<file path="config.mk">
export PLATFORM = sky130hd
export DESIGN_NAME = positional_list_insert_delete
export DESIGN_NICKNAME = d
export VERILOG_FILES = /design/src/rtl/pli_pkg.sv /design/src/rtl/pli_ctrl.sv /design/src/rtl/pli_cell.sv /design/src/rtl/positional_list_insert_delete.sv
export SDC_FILE = /design/constraint.sdc
export NUM_CORES = 1
export LEC_CHECK = 0
export ABC_AREA = 1
export BUFFER_PORTS_ARGS = -buffer_cell sky130_fd_sc_hd__buf_2
export CORE_MARGIN = 5
export CORE_UTILIZATION = 64
export CTS_BUF_LIST = sky130_fd_sc_hd__clkbuf_8 sky130_fd_sc_hd__clkbuf_16
export DETAILED_ROUTE_END_ITERATION = 6
export GPL_ROUTABILITY_DRIVEN = 0
export PLACE_DENSITY_LB_ADDON = 0.25
export SYNTH_ARGS = -nofsm -noshare
export SYNTH_HDL_FRONTEND = slang
export SYNTH_HIERARCHICAL = 1
export SYNTH_SLANG_ARGS = --single-unit
</file>
<file path="constraint.sdc">
create_clock -name clk -period 8.8 [get_ports clk]
set_input_delay 1.76 -clock clk [delete_from_list [all_inputs] [get_ports clk]]
set_output_delay 1.76 -clock clk [all_outputs]
set_load 0.005 [all_outputs]
</file>
<file path="src/rtl/pli_pkg.sv">
`timescale 1ns / 1ps
// Shared types and codes for the positional list block.
// Used by pli_ctrl, pli_cell and the top level; depends on nothing.
package pli_pkg;

  localparam int DEPTH_DEF = 16;
  localparam int DATA_W    = 32;
  localparam int POS_W     = 5;
  localparam int LEN_W     = 5;
  localparam int KIND_W    = 3;
  localparam int STAT_W    = 2;
  localparam int TDATA_W   = 40;

  localparam logic [KIND_W-1:0] KIND_APPEND    = 3'd0;
  localparam logic [KIND_W-1:0] KIND_INSERT    = 3'd1;
  localparam logic [KIND_W-1:0] KIND_DEL_FIRST = 3'd2;
  localparam logic [KIND_W-1:0] KIND_DEL_LAST  = 3'd3;
  localparam logic [KIND_W-1:0] KIND_DEL_AT    = 3'd4;
  localparam logic [KIND_W-1:0] KIND_READ      = 3'd5;

  localparam logic [STAT_W-1:0] ST_OK     = 2'd0;
  localparam logic [STAT_W-1:0] ST_BADPOS = 2'd1;
  localparam logic [STAT_W-1:0] ST_FULL   = 2'd2;
  localparam logic [STAT_W-1:0] ST_EMPTY  = 2'd3;

  // Shift command broadcast to every cell of the row.
  typedef struct packed {
    logic shift_up;
    logic shift_down;
  } cell_cmd_t;

endpackage

</file>
<file path="src/rtl/pli_ctrl.sv">
`timescale 1ns / 1ps
// Operation decoder: checks the request against the count and produces the
// shift command, target index, status and next count. Depends on pli_pkg.
module pli_ctrl import pli_pkg::*; #(
  parameter int DEPTH = DEPTH_DEF,
  parameter int CW    = $clog2(DEPTH + 1)
) (
  input  logic [KIND_W-1:0] kind,
  input  logic [POS_W-1:0]  position,
  input  logic [CW-1:0]     count,
  output cell_cmd_t         cmd,
  output logic [CW-1:0]     tgt,
  output logic [STAT_W-1:0] status,
  output logic [CW-1:0]     count_nxt,
  output logic              rd_ok
);

  localparam int PW = (CW > POS_W) ? CW : POS_W;

  logic [PW-1:0] pos_w;
  logic [PW-1:0] cnt_w;
  logic          full;
  logic          empty;

  assign pos_w = PW'(position);
  assign cnt_w = PW'(count);
  assign full  = (count == CW'(DEPTH));
  assign empty = (count == '0);

  always_comb begin
    cmd       = '0;
    tgt       = CW'(position);
    status    = ST_OK;
    count_nxt = count;
    rd_ok     = 1'b0;
    unique case (kind)
      KIND_APPEND: begin
        if (full) begin
          status = ST_FULL;
        end else begin
          cmd.shift_up = 1'b1;
          tgt          = count;
          count_nxt    = count + CW'(1);
        end
      end
      KIND_INSERT: begin
        if (full) begin
          status = ST_FULL;
        end else if (pos_w > cnt_w) begin
          status = ST_BADPOS;
        end else begin
          cmd.shift_up = 1'b1;
          count_nxt    = count + CW'(1);
        end
      end
      KIND_DEL_FIRST: begin
        if (empty) begin
          status = ST_EMPTY;
        end else begin
          cmd.shift_down = 1'b1;
          tgt            = '0;
          count_nxt      = count - CW'(1);
        end
      end
      KIND_DEL_LAST: begin
        if (empty) begin
          status = ST_EMPTY;
        end else begin
          count_nxt = count - CW'(1);
        end
      end
      KIND_DEL_AT: begin
        if (empty) begin
          status = ST_EMPTY;
        end else if (pos_w >= cnt_w) begin
          status = ST_BADPOS;
        end else begin
          cmd.shift_down = 1'b1;
          count_nxt      = count - CW'(1);
        end
      end
      KIND_READ: begin
        if (empty) begin
          status = ST_EMPTY;
        end else if (pos_w >= cnt_w) begin
          status = ST_BADPOS;
        end else begin
          rd_ok = 1'b1;
        end
      end
      default: begin
        status = ST_OK;
      end
    endcase
  end

endmodule

</file>
<file path="src/rtl/pli_cell.sv">
`timescale 1ns / 1ps
// One storage cell of the list row: holds one element and loads from its
// left or right neighbor or the new value. Depends on pli_pkg.
module pli_cell import pli_pkg::*; #(
  parameter int IDX = 0,
  parameter int CW  = 5
) (
  input  logic              clk,
  input  logic              en,
  input  cell_cmd_t         cmd,
  input  logic [CW-1:0]     tgt,
  input  logic [DATA_W-1:0] new_val,
  input  logic [DATA_W-1:0] left_val,
  input  logic [DATA_W-1:0] right_val,
  output logic [DATA_W-1:0] val
);

  localparam logic [CW-1:0] IDX_V = CW'(IDX);

  logic [DATA_W-1:0] val_r;
  logic [DATA_W-1:0] val_nxt;

  always_comb begin
    val_nxt = val_r;
    if (en && cmd.shift_up) begin
      if (IDX_V > tgt) begin
        val_nxt = left_val;
      end else if (IDX_V == tgt) begin
        val_nxt = new_val;
      end
    end else if (en && cmd.shift_down && IDX_V >= tgt) begin
      val_nxt = right_val;
    end
  end

  always_ff @(posedge clk) begin
    val_r <= val_nxt;
  end

  assign val = val_r;

endmodule

</file>
<file path="src/rtl/positional_list_insert_delete.sv">
`timescale 1ns / 1ps
// Top level of the positional list: a row of element cells, the operation
// decoder and the result register. Depends on pli_pkg, pli_ctrl, pli_cell.
//
//  Channel | Direction | Signals                        | Contents
//  --------+-----------+--------------------------------+---------------------------
//  in_     | input     | in_tvalid/tready/tdata/tuser   | one list operation
//  out_    | output    | out_tvalid/tready/tdata/tuser  | status, read data, length
//
// Every operation finishes in the cycle of its transaction: each cell loads
// its left neighbor, its right neighbor or the new value in parallel, so the
// block sustains one transaction per cycle unless the output stalls. The
// result is in the output register in the cycle after its transaction. A
// stalled result blocks new input only while out_tready is low. Reset
// (rst_n low, synchronous) empties the list and drops any pending result;
// the cells are not cleared, as only entries below the count are ever read.
module positional_list_insert_delete import pli_pkg::*; #(
  parameter int DEPTH = DEPTH_DEF
) (
  input  logic               clk,
  input  logic               rst_n,
  input  logic               in_tvalid,
  output logic               in_tready,
  input  logic [TDATA_W-1:0] in_tdata,   // [31:0] value, [36:32] position
  input  logic [KIND_W-1:0]  in_tuser,   // [2:0] kind
  output logic               out_tvalid,
  input  logic               out_tready,
  output logic [TDATA_W-1:0] out_tdata,  // [31:0] read_data, [36:32] length
  output logic [STAT_W-1:0]  out_tuser   // [1:0] status
);

  localparam int CW = $clog2(DEPTH + 1);
  // Positions are five bits wide, so at most the first 32 cells can be read.
  localparam int RN = (DEPTH < 32) ? DEPTH : 32;

  logic [DATA_W-1:0] in_value;
  logic [POS_W-1:0]  in_position;
  logic              in_xact;

  // Count of elements in use.
  logic [CW-1:0] count_r;
  logic [CW-1:0] count_nxt;

  cell_cmd_t         cmd;
  logic [CW-1:0]     tgt;
  logic [STAT_W-1:0] status;
  logic              rd_ok;
  logic [DATA_W-1:0] rd_val;

  logic [DATA_W-1:0] cell_val [DEPTH];

  // Result register.
  logic              out_valid_r;
  logic [STAT_W-1:0] status_r;
  logic [DATA_W-1:0] rdata_r;
  logic [LEN_W-1:0]  length_r;

  assign in_value    = in_tdata[DATA_W-1:0];
  assign in_position = in_tdata[DATA_W+POS_W-1:DATA_W];

  // A new transaction is taken whenever the result register is empty or is
  // being drained in this same cycle.
  assign in_tready = !out_valid_r || out_tready;
  assign in_xact   = in_tvalid && in_tready;

  pli_ctrl #(
    .DEPTH (DEPTH),
    .CW    (CW)
  ) u_ctrl (
    .kind      (in_tuser),
    .position  (in_position),
    .count     (count_r),
    .cmd       (cmd),
    .tgt       (tgt),
    .status    (status),
    .count_nxt (count_nxt),
    .rd_ok     (rd_ok)
  );

  // The row of cells. The first cell has no left neighbor and the last no
  // right neighbor; what they would load there lies beyond the list.
  for (genvar i = 0; i < DEPTH; i++) begin : g_cell
    logic [DATA_W-1:0] left_val;
    logic [DATA_W-1:0] right_val;

    if (i == 0) begin : g_first
      assign left_val = in_value;
    end else begin : g_mid_l
      assign left_val = cell_val[i-1];
    end

    if (i == DEPTH - 1) begin : g_last
      assign right_val = cell_val[i];
    end else begin : g_mid_r
      assign right_val = cell_val[i+1];
    end

    pli_cell #(
      .IDX (i),
      .CW  (CW)
    ) u_cell (
      .clk       (clk),
      .en        (in_xact),
      .cmd       (cmd),
      .tgt       (tgt),
      .new_val   (in_value),
      .left_val  (left_val),
      .right_val (right_val),
      .val       (cell_val[i])
    );
  end

  // Read select over the addressable cells; zero unless the read is valid.
  always_comb begin
    rd_val = '0;
    for (int i = 0; i < RN; i++) begin
      if (rd_ok && (in_position == POS_W'(i))) begin
        rd_val = cell_val[i];
      end
    end
  end

  always_ff @(posedge clk) begin
    if (!rst_n) begin
      count_r     <= '0;
      out_valid_r <= 1'b0;
    end else begin
      if (in_xact) begin
        count_r     <= count_nxt;
        out_valid_r <= 1'b1;
      end else if (out_tready) begin
        out_valid_r <= 1'b0;
      end
    end
  end

  // The reported length is the count held in the low bits of the field.
  always_ff @(posedge clk) begin
    if (in_xact) begin
      status_r <= status;
      rdata_r  <= rd_val;
      length_r <= LEN_W'(count_nxt);
    end
  end

  assign out_tvalid = out_valid_r;
  assign out_tuser  = status_r;
  assign out_tdata  = {{(TDATA_W - DATA_W - LEN_W){1'b0}}, length_r, rdata_r};

endmodule
</file>
==> results of run 1 <==
layout by cell type, fill, tap and decap left out, types with 3 or more instances in the layout:
master	count
nand2_1	1954
inv_1	1129
nand3_1	962
edfxtp_1	551
nand4_1	205
nor2_1	137
buf_2	84
buf_4	75
clkbuf_16	63
a21oi_1	60
nand2_2	58
nand2_4	42
nand3_2	34
inv_2	27
nor2_4	22
nor2_2	22
or2_2	22
o21ai_0	19
clkinv_2	14
clkinv_1	13
bufinv_16	11
or2_0	9
ha_1	7
dfxtp_1	6
xor2_1	6
clkbuf_8	5
a21oi_4	4
o21ai_1	4
diode_2	3
nand3b_1	3
conb_1	3
inv_6	3
o21ai_4	3
nand3_4	3
cells by family after synthesis:
kind of cell | synth area share [%]
flops | 42.2
xor+xnor | 0.133
buf+inv | 15.9
simple gates | 39.9
compound gates | 1.63
other cells | 0.00949
fa+ha+maj | 0.222
worst max path at each step:
stage | from | endpoint | slack [ns] | cells after the start
5_1_grt | in_tdata[34] | rdata_r[11] | 2.98 | 20
6_report | in_tdata[36] | rdata_r[11] | 3.20 | 20
2_1_floorplan | in_tuser[0] | g_cell[3].u_cell/val[0] | 1.38 | 6
3_3_place_gp | in_tdata[34] | rdata_r[16] | 2.75 | 20
4_1_cts | in_tdata[36] | rdata_r[11] | 3.35 | 20
3_5_place_dp | in_tdata[36] | rdata_r[16] | 2.71 | 20
final cells by class:
class                   instances  share of cell area [%]
flip-flops and latches        557                    39.8
diodes                          3                  0.0179
clock inverters                46                    1.19
multi-input cells            3604                    40.0
well taps                     790                    2.36
inverters                    1155                    10.4
repair buffers                159                    2.35
clock buffers                  68                    3.93
synthesized netlist by cell type (27+ instances only):
cell type and n:
nand2_2 58, clkbuf_1 58, nand2_1 1954, nand3_2 34, inv_2 27, a21oi_1 62
buf_2 150, buf_4 42, inv_1 1125, buf_6 49, nand3_1 962, nand4_1 205
edfxtp_1 551, nand2_4 42, nor2_1 152
power by group through the flow:
stage | Combinational [mW] | Sequential (mW) | Clock [mW]
final | 1.01 | 3.06 | 2.79
after global routing | 1.11 | 3.07 | 2.92
after CTS | 0.992 | 3.06 | 2.81
after detailed placement | 0.986 | 3.12 | 0
after global placement | 0.955 | 3.12 | 0
after floorplan | 0.773 | 3.11 | 0
flip-flops by register name, indices dropped and copies added, names as in the netlist:
signal,cells
count_r,5
g_cell.u_cell/val,512
length_r,5
out_tuser,2
out_tvalid,1
rdata_r,32
tightest hold or removal path: stages (launching register included):
cell	delay, ns
dfxtp_1	0.31
nand2_1	0.10
a21boi_0	0.09
layer usage:
layer  wire, um  global-route usage (%)  vias to the layer above
li1           -                       -                    17500
met1      44600                    44.8                    16300
met2      52700                    54.5                     1979
met3      12400                    4.67                      230
met4       3090                    10.8                        0
met5          0                       0                        -
==> results.sh, run 1 <==
export IMPL_cp_num_buf_inv=4
export IMPL_tns_ns=0
export IMPL_cts_tree="yes"
export IMPL_place_port_buffers=84
export IMPL_cpPeakStageDelay_ns=0.68
export IMPL_r2r_slack_ns=3.83
export IMPL_tightest_slew_ns=1.19
export IMPL_io_pins=91
export IMPL_r2r_start="count_r[0]"
export IMPL_stdcell_area_mm2=0.0419
export IMPL_nFillCells=5152
export IMPL_antenna_found_initial=3
export IMPL_dp_hpwl_um=79300
export IMPL_drt_total_wl_um=113000
export IMPL_path_class="input pin to flop"
export IMPL_irDropWorstVdd_mv=0.153
export IMPL_hold_worst_slack_ns=0.539
export IMPL_area_growth_pct=5.97
export IMPL_p_comb_share_pct=14.7
export IMPL_wire_per_inst_um=17.7
export IMPL_crit_slowest_cell="nor2_2"
export IMPL_async_flop_share_pct=0
export IMPL_ant_nets=0
export IMPL_hold_buffers=0
export IMPL_violations="design-rule violations"
export IMPL_p_switching_mw=1.92
export IMPL_synth_seq_cells=557
export IMPL_cts_made_buffers=60
export IMPL_fp_dieArea_mm2=0.0668
export IMPL_pre_cts_ws_ns=2.71
export IMPL_min_path_cells=2
export IMPL_cts_setup_buffers=0
export IMPL_finalMaxSlewViolations=0
export IMPL_cts_clk_slew_worst_paths_ns=0.06
export IMPL_critPathCaptureType="flop"
export IMPL_fp_row_count=91
export IMPL_start_kind="input pin"
export IMPL_critPathRequiredTime_ns=9.31
export IMPL_rsz0062_at_grt="no"
export IMPL_synthCells=5623
export IMPL_worstSkewPairLatency_ns=0.65
export IMPL_ctsLongestPathBuffers=3
export IMPL_grt_pass1_vias=34200
export IMPL_fin_nets=5591
export IMPL_crit_top_cell="nand2_1"
export IMPL_clkPwrFrac_pct=40.6
export IMPL_cts_resized=0
export IMPL_synth_cell_type_count=52
export IMPL_internal_power_mw=4.94
export IMPL_critPathMaxFanout=26
export IMPL_drc=1
export IMPL_swShare_pct=28.0
export IMPL_viasPerCell=5.64
export IMPL_power_leakage_nw=21.6
export IMPL_grt_usage_pct=32.8
export IMPL_rr_worst_depth=20
export IMPL_final_util_pct=68.1
export IMPL_fp_dieW_um=258
export IMPL_yosys_area_top_type="edfxtp_1"
export IMPL_min_path_type="flop to flop"
export IMPL_synthFlopType="edfxtp_1"
export IMPL_grt_max_degree=56
export IMPL_dp_cells=6265
export IMPL_htreeDepth=2
export IMPL_seq_area_frac_synth_pct=42.2
export IMPL_syn_area_mm2=0.0395
export IMPL_drv_cap=0
export IMPL_arrival_ns=6.11
export IMPL_fp_dieH_um=258
export IMPL_hold_viol_final=0
export IMPL_area_sequential_mm2=0.0167
export IMPL_synth_avg_cell_area_um2=7.03
export IMPL_fin_cells=6382
export IMPL_fin_crit_ns=5.60
export IMPL_drive_gt1_share_pct=9.09
export IMPL_path_cells="buf_2 -> ha_1 -> nand2_2 -> inv_2 -> a21oi_4 -> nand4_4 -> nor4_1 -> buf_4 -> nand3_1 -> nor2_2 -> nand2_2 -> inv_1 -> a21oi_1 -> nand4_1 -> nand2_1 -> nand4_1 -> nand2_1 -> nand3_1 -> nand2_1 -> nand2_1"
export IMPL_fin_crit_sh_pct=63.6
export IMPL_cts_sinks=557
export IMPL_fin_total_pwr_mw=6.86
export IMPL_hp_start="out_tvalid"
export IMPL_ys_warn_count=6
export IMPL_power_density_mw_per_mm2=164
export IMPL_overflow=0
export IMPL_clockRootBuffer="clkbuf_16"
export IMPL_first_pass_iters=7
export IMPL_multi_input_area_mm2=0.0167
export IMPL_max_freq_ghz=0.179
export IMPL_drt_iter0_markers=3982
export IMPL_power_frac_seq_pct=44.7
export IMPL_setup_slack_ns=3.20
export IMPL_post_dp_cell_area_mm2=0.0397
export IMPL_final_setup_viol_count=0
export IMPL_fin_skew_ns=0.0158
export IMPL_slew_headroom_pct=20.4
export IMPL_start_util_pct=64.3
export IMPL_ys_top_cells_by_area="edfxtp_1 (42%), nand2_1 (19%), nand3_1 (12%), inv_1 (11%), nand4_1 (3.2%)"
export IMPL_synth_edf_count=551
export IMPL_core_area_mm2=0.0615
export IMPL_crit_family="simple AND/OR/NAND/NOR gates"
export IMPL_synth_top_area_share_pct=41.9
export IMPL_whs_endpoint="out_tvalid"
export IMPL_grt_pass1_wl_um=181000
export IMPL_reg2reg_to="rdata_r[11]"
export IMPL_dr_total_vias=36000
export IMPL_status="complete, but fails checks"
(Power assumes the default switching activity.)
==> inputs of run 2 (changes only) <==
--- a/config.mk
+++ b/config.mk
@@ -8,7 +8,7 @@
 export ABC_AREA = 1
 export BUFFER_PORTS_ARGS = -buffer_cell sky130_fd_sc_hd__buf_2
 export CORE_MARGIN = 5
-export CORE_UTILIZATION = 64
+export CORE_UTILIZATION = 58
 export CTS_BUF_LIST = sky130_fd_sc_hd__clkbuf_8 sky130_fd_sc_hd__clkbuf_16
 export DETAILED_ROUTE_END_ITERATION = 6
 export GPL_ROUTABILITY_DRIVEN = 0
==> constraint.sdc (replaced) <==
create_clock -name clk -period 4.5 [get_ports clk]
set_input_delay 0.9 -clock clk [delete_from_list [all_inputs] [get_ports clk]]
set_output_delay 0.9 -clock clk [all_outputs]
set_load 0.005 [all_outputs]
==> run 2 against run 1 <==
Critical endpoint is now rdata_r[6]. Critical path type is now flop to flop. Clock power up 88%. Register-to-register slack worse by 3.4 ns. The flow still finishes with violations (design-rule violations). Non-clock buffer count up 42. Final area up 1.3%. Largest power group unchanged.
==> results.sh, run 2 (same netlist as run 1, synthesis figures left out) <==
export IMPL_status="complete, but fails checks"
export IMPL_violations="design-rule violations"
export IMPL_nFillCells=6152
export IMPL_grt_max_degree=46
export IMPL_slew_headroom_pct=24.8
export IMPL_ant_nets=0
export IMPL_cts_clk_slew_worst_paths_ns=0.06
export IMPL_cts_sinks=557
export IMPL_tns_ns=0
export IMPL_hold_worst_slack_ns=0.568
export IMPL_power_leakage_nw=21.8
export IMPL_worstSkewPairLatency_ns=0.62
export IMPL_fin_crit_ns=4.07
export IMPL_path_class="flop to flop"
export IMPL_clockRootBuffer="clkbuf_16"
export IMPL_grt_pass1_vias=33900
export IMPL_critPathRequiredTime_ns=4.95
export IMPL_drt_total_wl_um=114000
export IMPL_area_growth_pct=7.32
export IMPL_cts_tree="yes"
export IMPL_p_comb_share_pct=15.2
export IMPL_drive_gt1_share_pct=9.72
export IMPL_grt_usage_pct=30.4
export IMPL_io_pins=91
export IMPL_fin_crit_sh_pct=90.5
export IMPL_fin_skew_ns=0.0308
export IMPL_drv_cap=0
export IMPL_largest_reg_flops=512
export IMPL_drc=1
export IMPL_fp_dieArea_mm2=0.0735
export IMPL_area_sequential_mm2=0.0167
export IMPL_internal_power_mw=9.43
export IMPL_power_frac_seq_pct=45.2
export IMPL_dr_total_vias=35300
export IMPL_wire_per_inst_um=17.5
export IMPL_fin_total_pwr_mw=13.3
export IMPL_multi_input_area_mm2=0.0168
export IMPL_min_path_type="flop to flop"
export IMPL_critPathMaxFanout=11
export IMPL_antenna_found_initial=2
export IMPL_final_setup_viol_count=0
export IMPL_arrival_ns=4.53
export IMPL_ctsLongestPathBuffers=3
export IMPL_overflow=0
export IMPL_fp_dieH_um=271
export IMPL_first_pass_iters=7
export IMPL_fp_dieW_um=271
export IMPL_tightest_slew_ns=1.13
export IMPL_final_cell_mix="nand2_1 (1952), inv_1 (1139), nand3_1 (962), edfxtp_1 (551), nand4_1 (205)"
export IMPL_fp_row_count=95
export IMPL_clkPwrFrac_pct=39.6
export IMPL_p_switching_mw=3.82
export IMPL_start_util_pct=58.6
export IMPL_fin_nets=5641
export IMPL_power_density_mw_per_mm2=312
export IMPL_drt_iter0_markers=4058
export IMPL_finalMaxSlewViolations=0
export IMPL_core_area_mm2=0.0674
export IMPL_dp_hpwl_um=80800
export IMPL_swShare_pct=28.8
export IMPL_htreeDepth=3
export IMPL_irDropWorstVdd_mv=0.327
export IMPL_place_port_buffers=84
export IMPL_hold_buffers=0
export IMPL_critPathCaptureType="flop"
export IMPL_final_common_cell="nand2_1"
export IMPL_max_freq_ghz=0.245
export IMPL_grt_pass1_wl_um=185000
export IMPL_viasPerCell=5.43
export IMPL_cts_made_buffers=68
export IMPL_cts_setup_buffers=0
export IMPL_start_kind="flop"
export IMPL_rsz0062_at_grt="no"
export IMPL_cts_resized=0
export IMPL_hold_viol_final=0
-- run 2: cell type report --
cell class | count | area share [%]
Multi-Input combinational cell | 3604 | 39.6
Sequential cell | 557 | 39.3
Antenna cell | 2 | 0.0118
Inverter | 1155 | 10.3
Timing Repair Buffer | 201 | 3.42
Clock inverter | 51 | 0.826
Tap cell | 873 | 2.58
Clock buffer | 68 | 4.01
-- run 2: final timing paths --
check	startpoint	end	slack, ns	depth (start not counted)
worst min register to register	out_tvalid	out_tvalid	0.57	2
worst max-delay path	count_r[1]	rdata_r[6]	0.43	20
worst max register to register	count_r[1]	rdata_r[6]	0.43	20
worst min-delay path	out_tvalid	out_tvalid	0.57	2
-- run 2: per-layer routing --
| layer | track usage [%] | share of wire (%) | vias to the layer above |
|---|---|---|---|
| met1 | 42.4 | 43 | 15900 |
| met2 | 49.9 | 46 | 1697 |
| met5 | 0 | 0 | - |
| met4 | 8.25 | 2.5 | 0 |
| met3 | 4.32 | 9.4 | 190 |
| li1 | - | - | 17600 |
-- run 2: critical path: stages (launching register included) --
cell	delay (ns)
dfxtp_1	0.49
inv_1	0.24
ha_1	0.32
nand2_1	0.10
nor2_2	0.06
nand2_2	0.16
nand4_4	0.15
nor4_1	0.24
buf_4	0.19
nand2_1	0.08
nor2_1	0.82
nand3_1	0.15
nand2_1	0.16
nor2_1	0.09
nand4_1	0.10
nor2_1	0.08
nand4_1	0.09
nand2_1	0.09
nand2_1	0.06
nand2_1	0.07
nand4_1	0.15
-- run 2: power by group through the flow --
stage / clock [mW] / combinational [mW] / sequential, mW
6_report: 5.24 / 2.02 / 5.99
4_1_cts: 5.30 / 1.98 / 5.99
2_1_floorplan: 0 / 1.52 / 6.07
3_3_place_gp: 0 / 1.91 / 6.09
5_1_grt: 5.51 / 2.24 / 6.01
3_5_place_dp: 0 / 1.97 / 6.10
-- run 2: through the flow --
stage | instance area (um2) | utilization [%] | cells | setup slack (ns)
2_1_floorplan | 39600 | - | 5625 | 0.159
3_3_place_gp | 40400 | 59.9 | 6390 | 0.211
3_5_place_dp | 40400 | 59.9 | 6390 | 0.168
4_1_cts | 42400 | 62.9 | 6509 | 0.453
5_1_grt | 42400 | 62.9 | 6511 | 0.193
6_report | 42400 | 62.9 | 6511 | 0.426
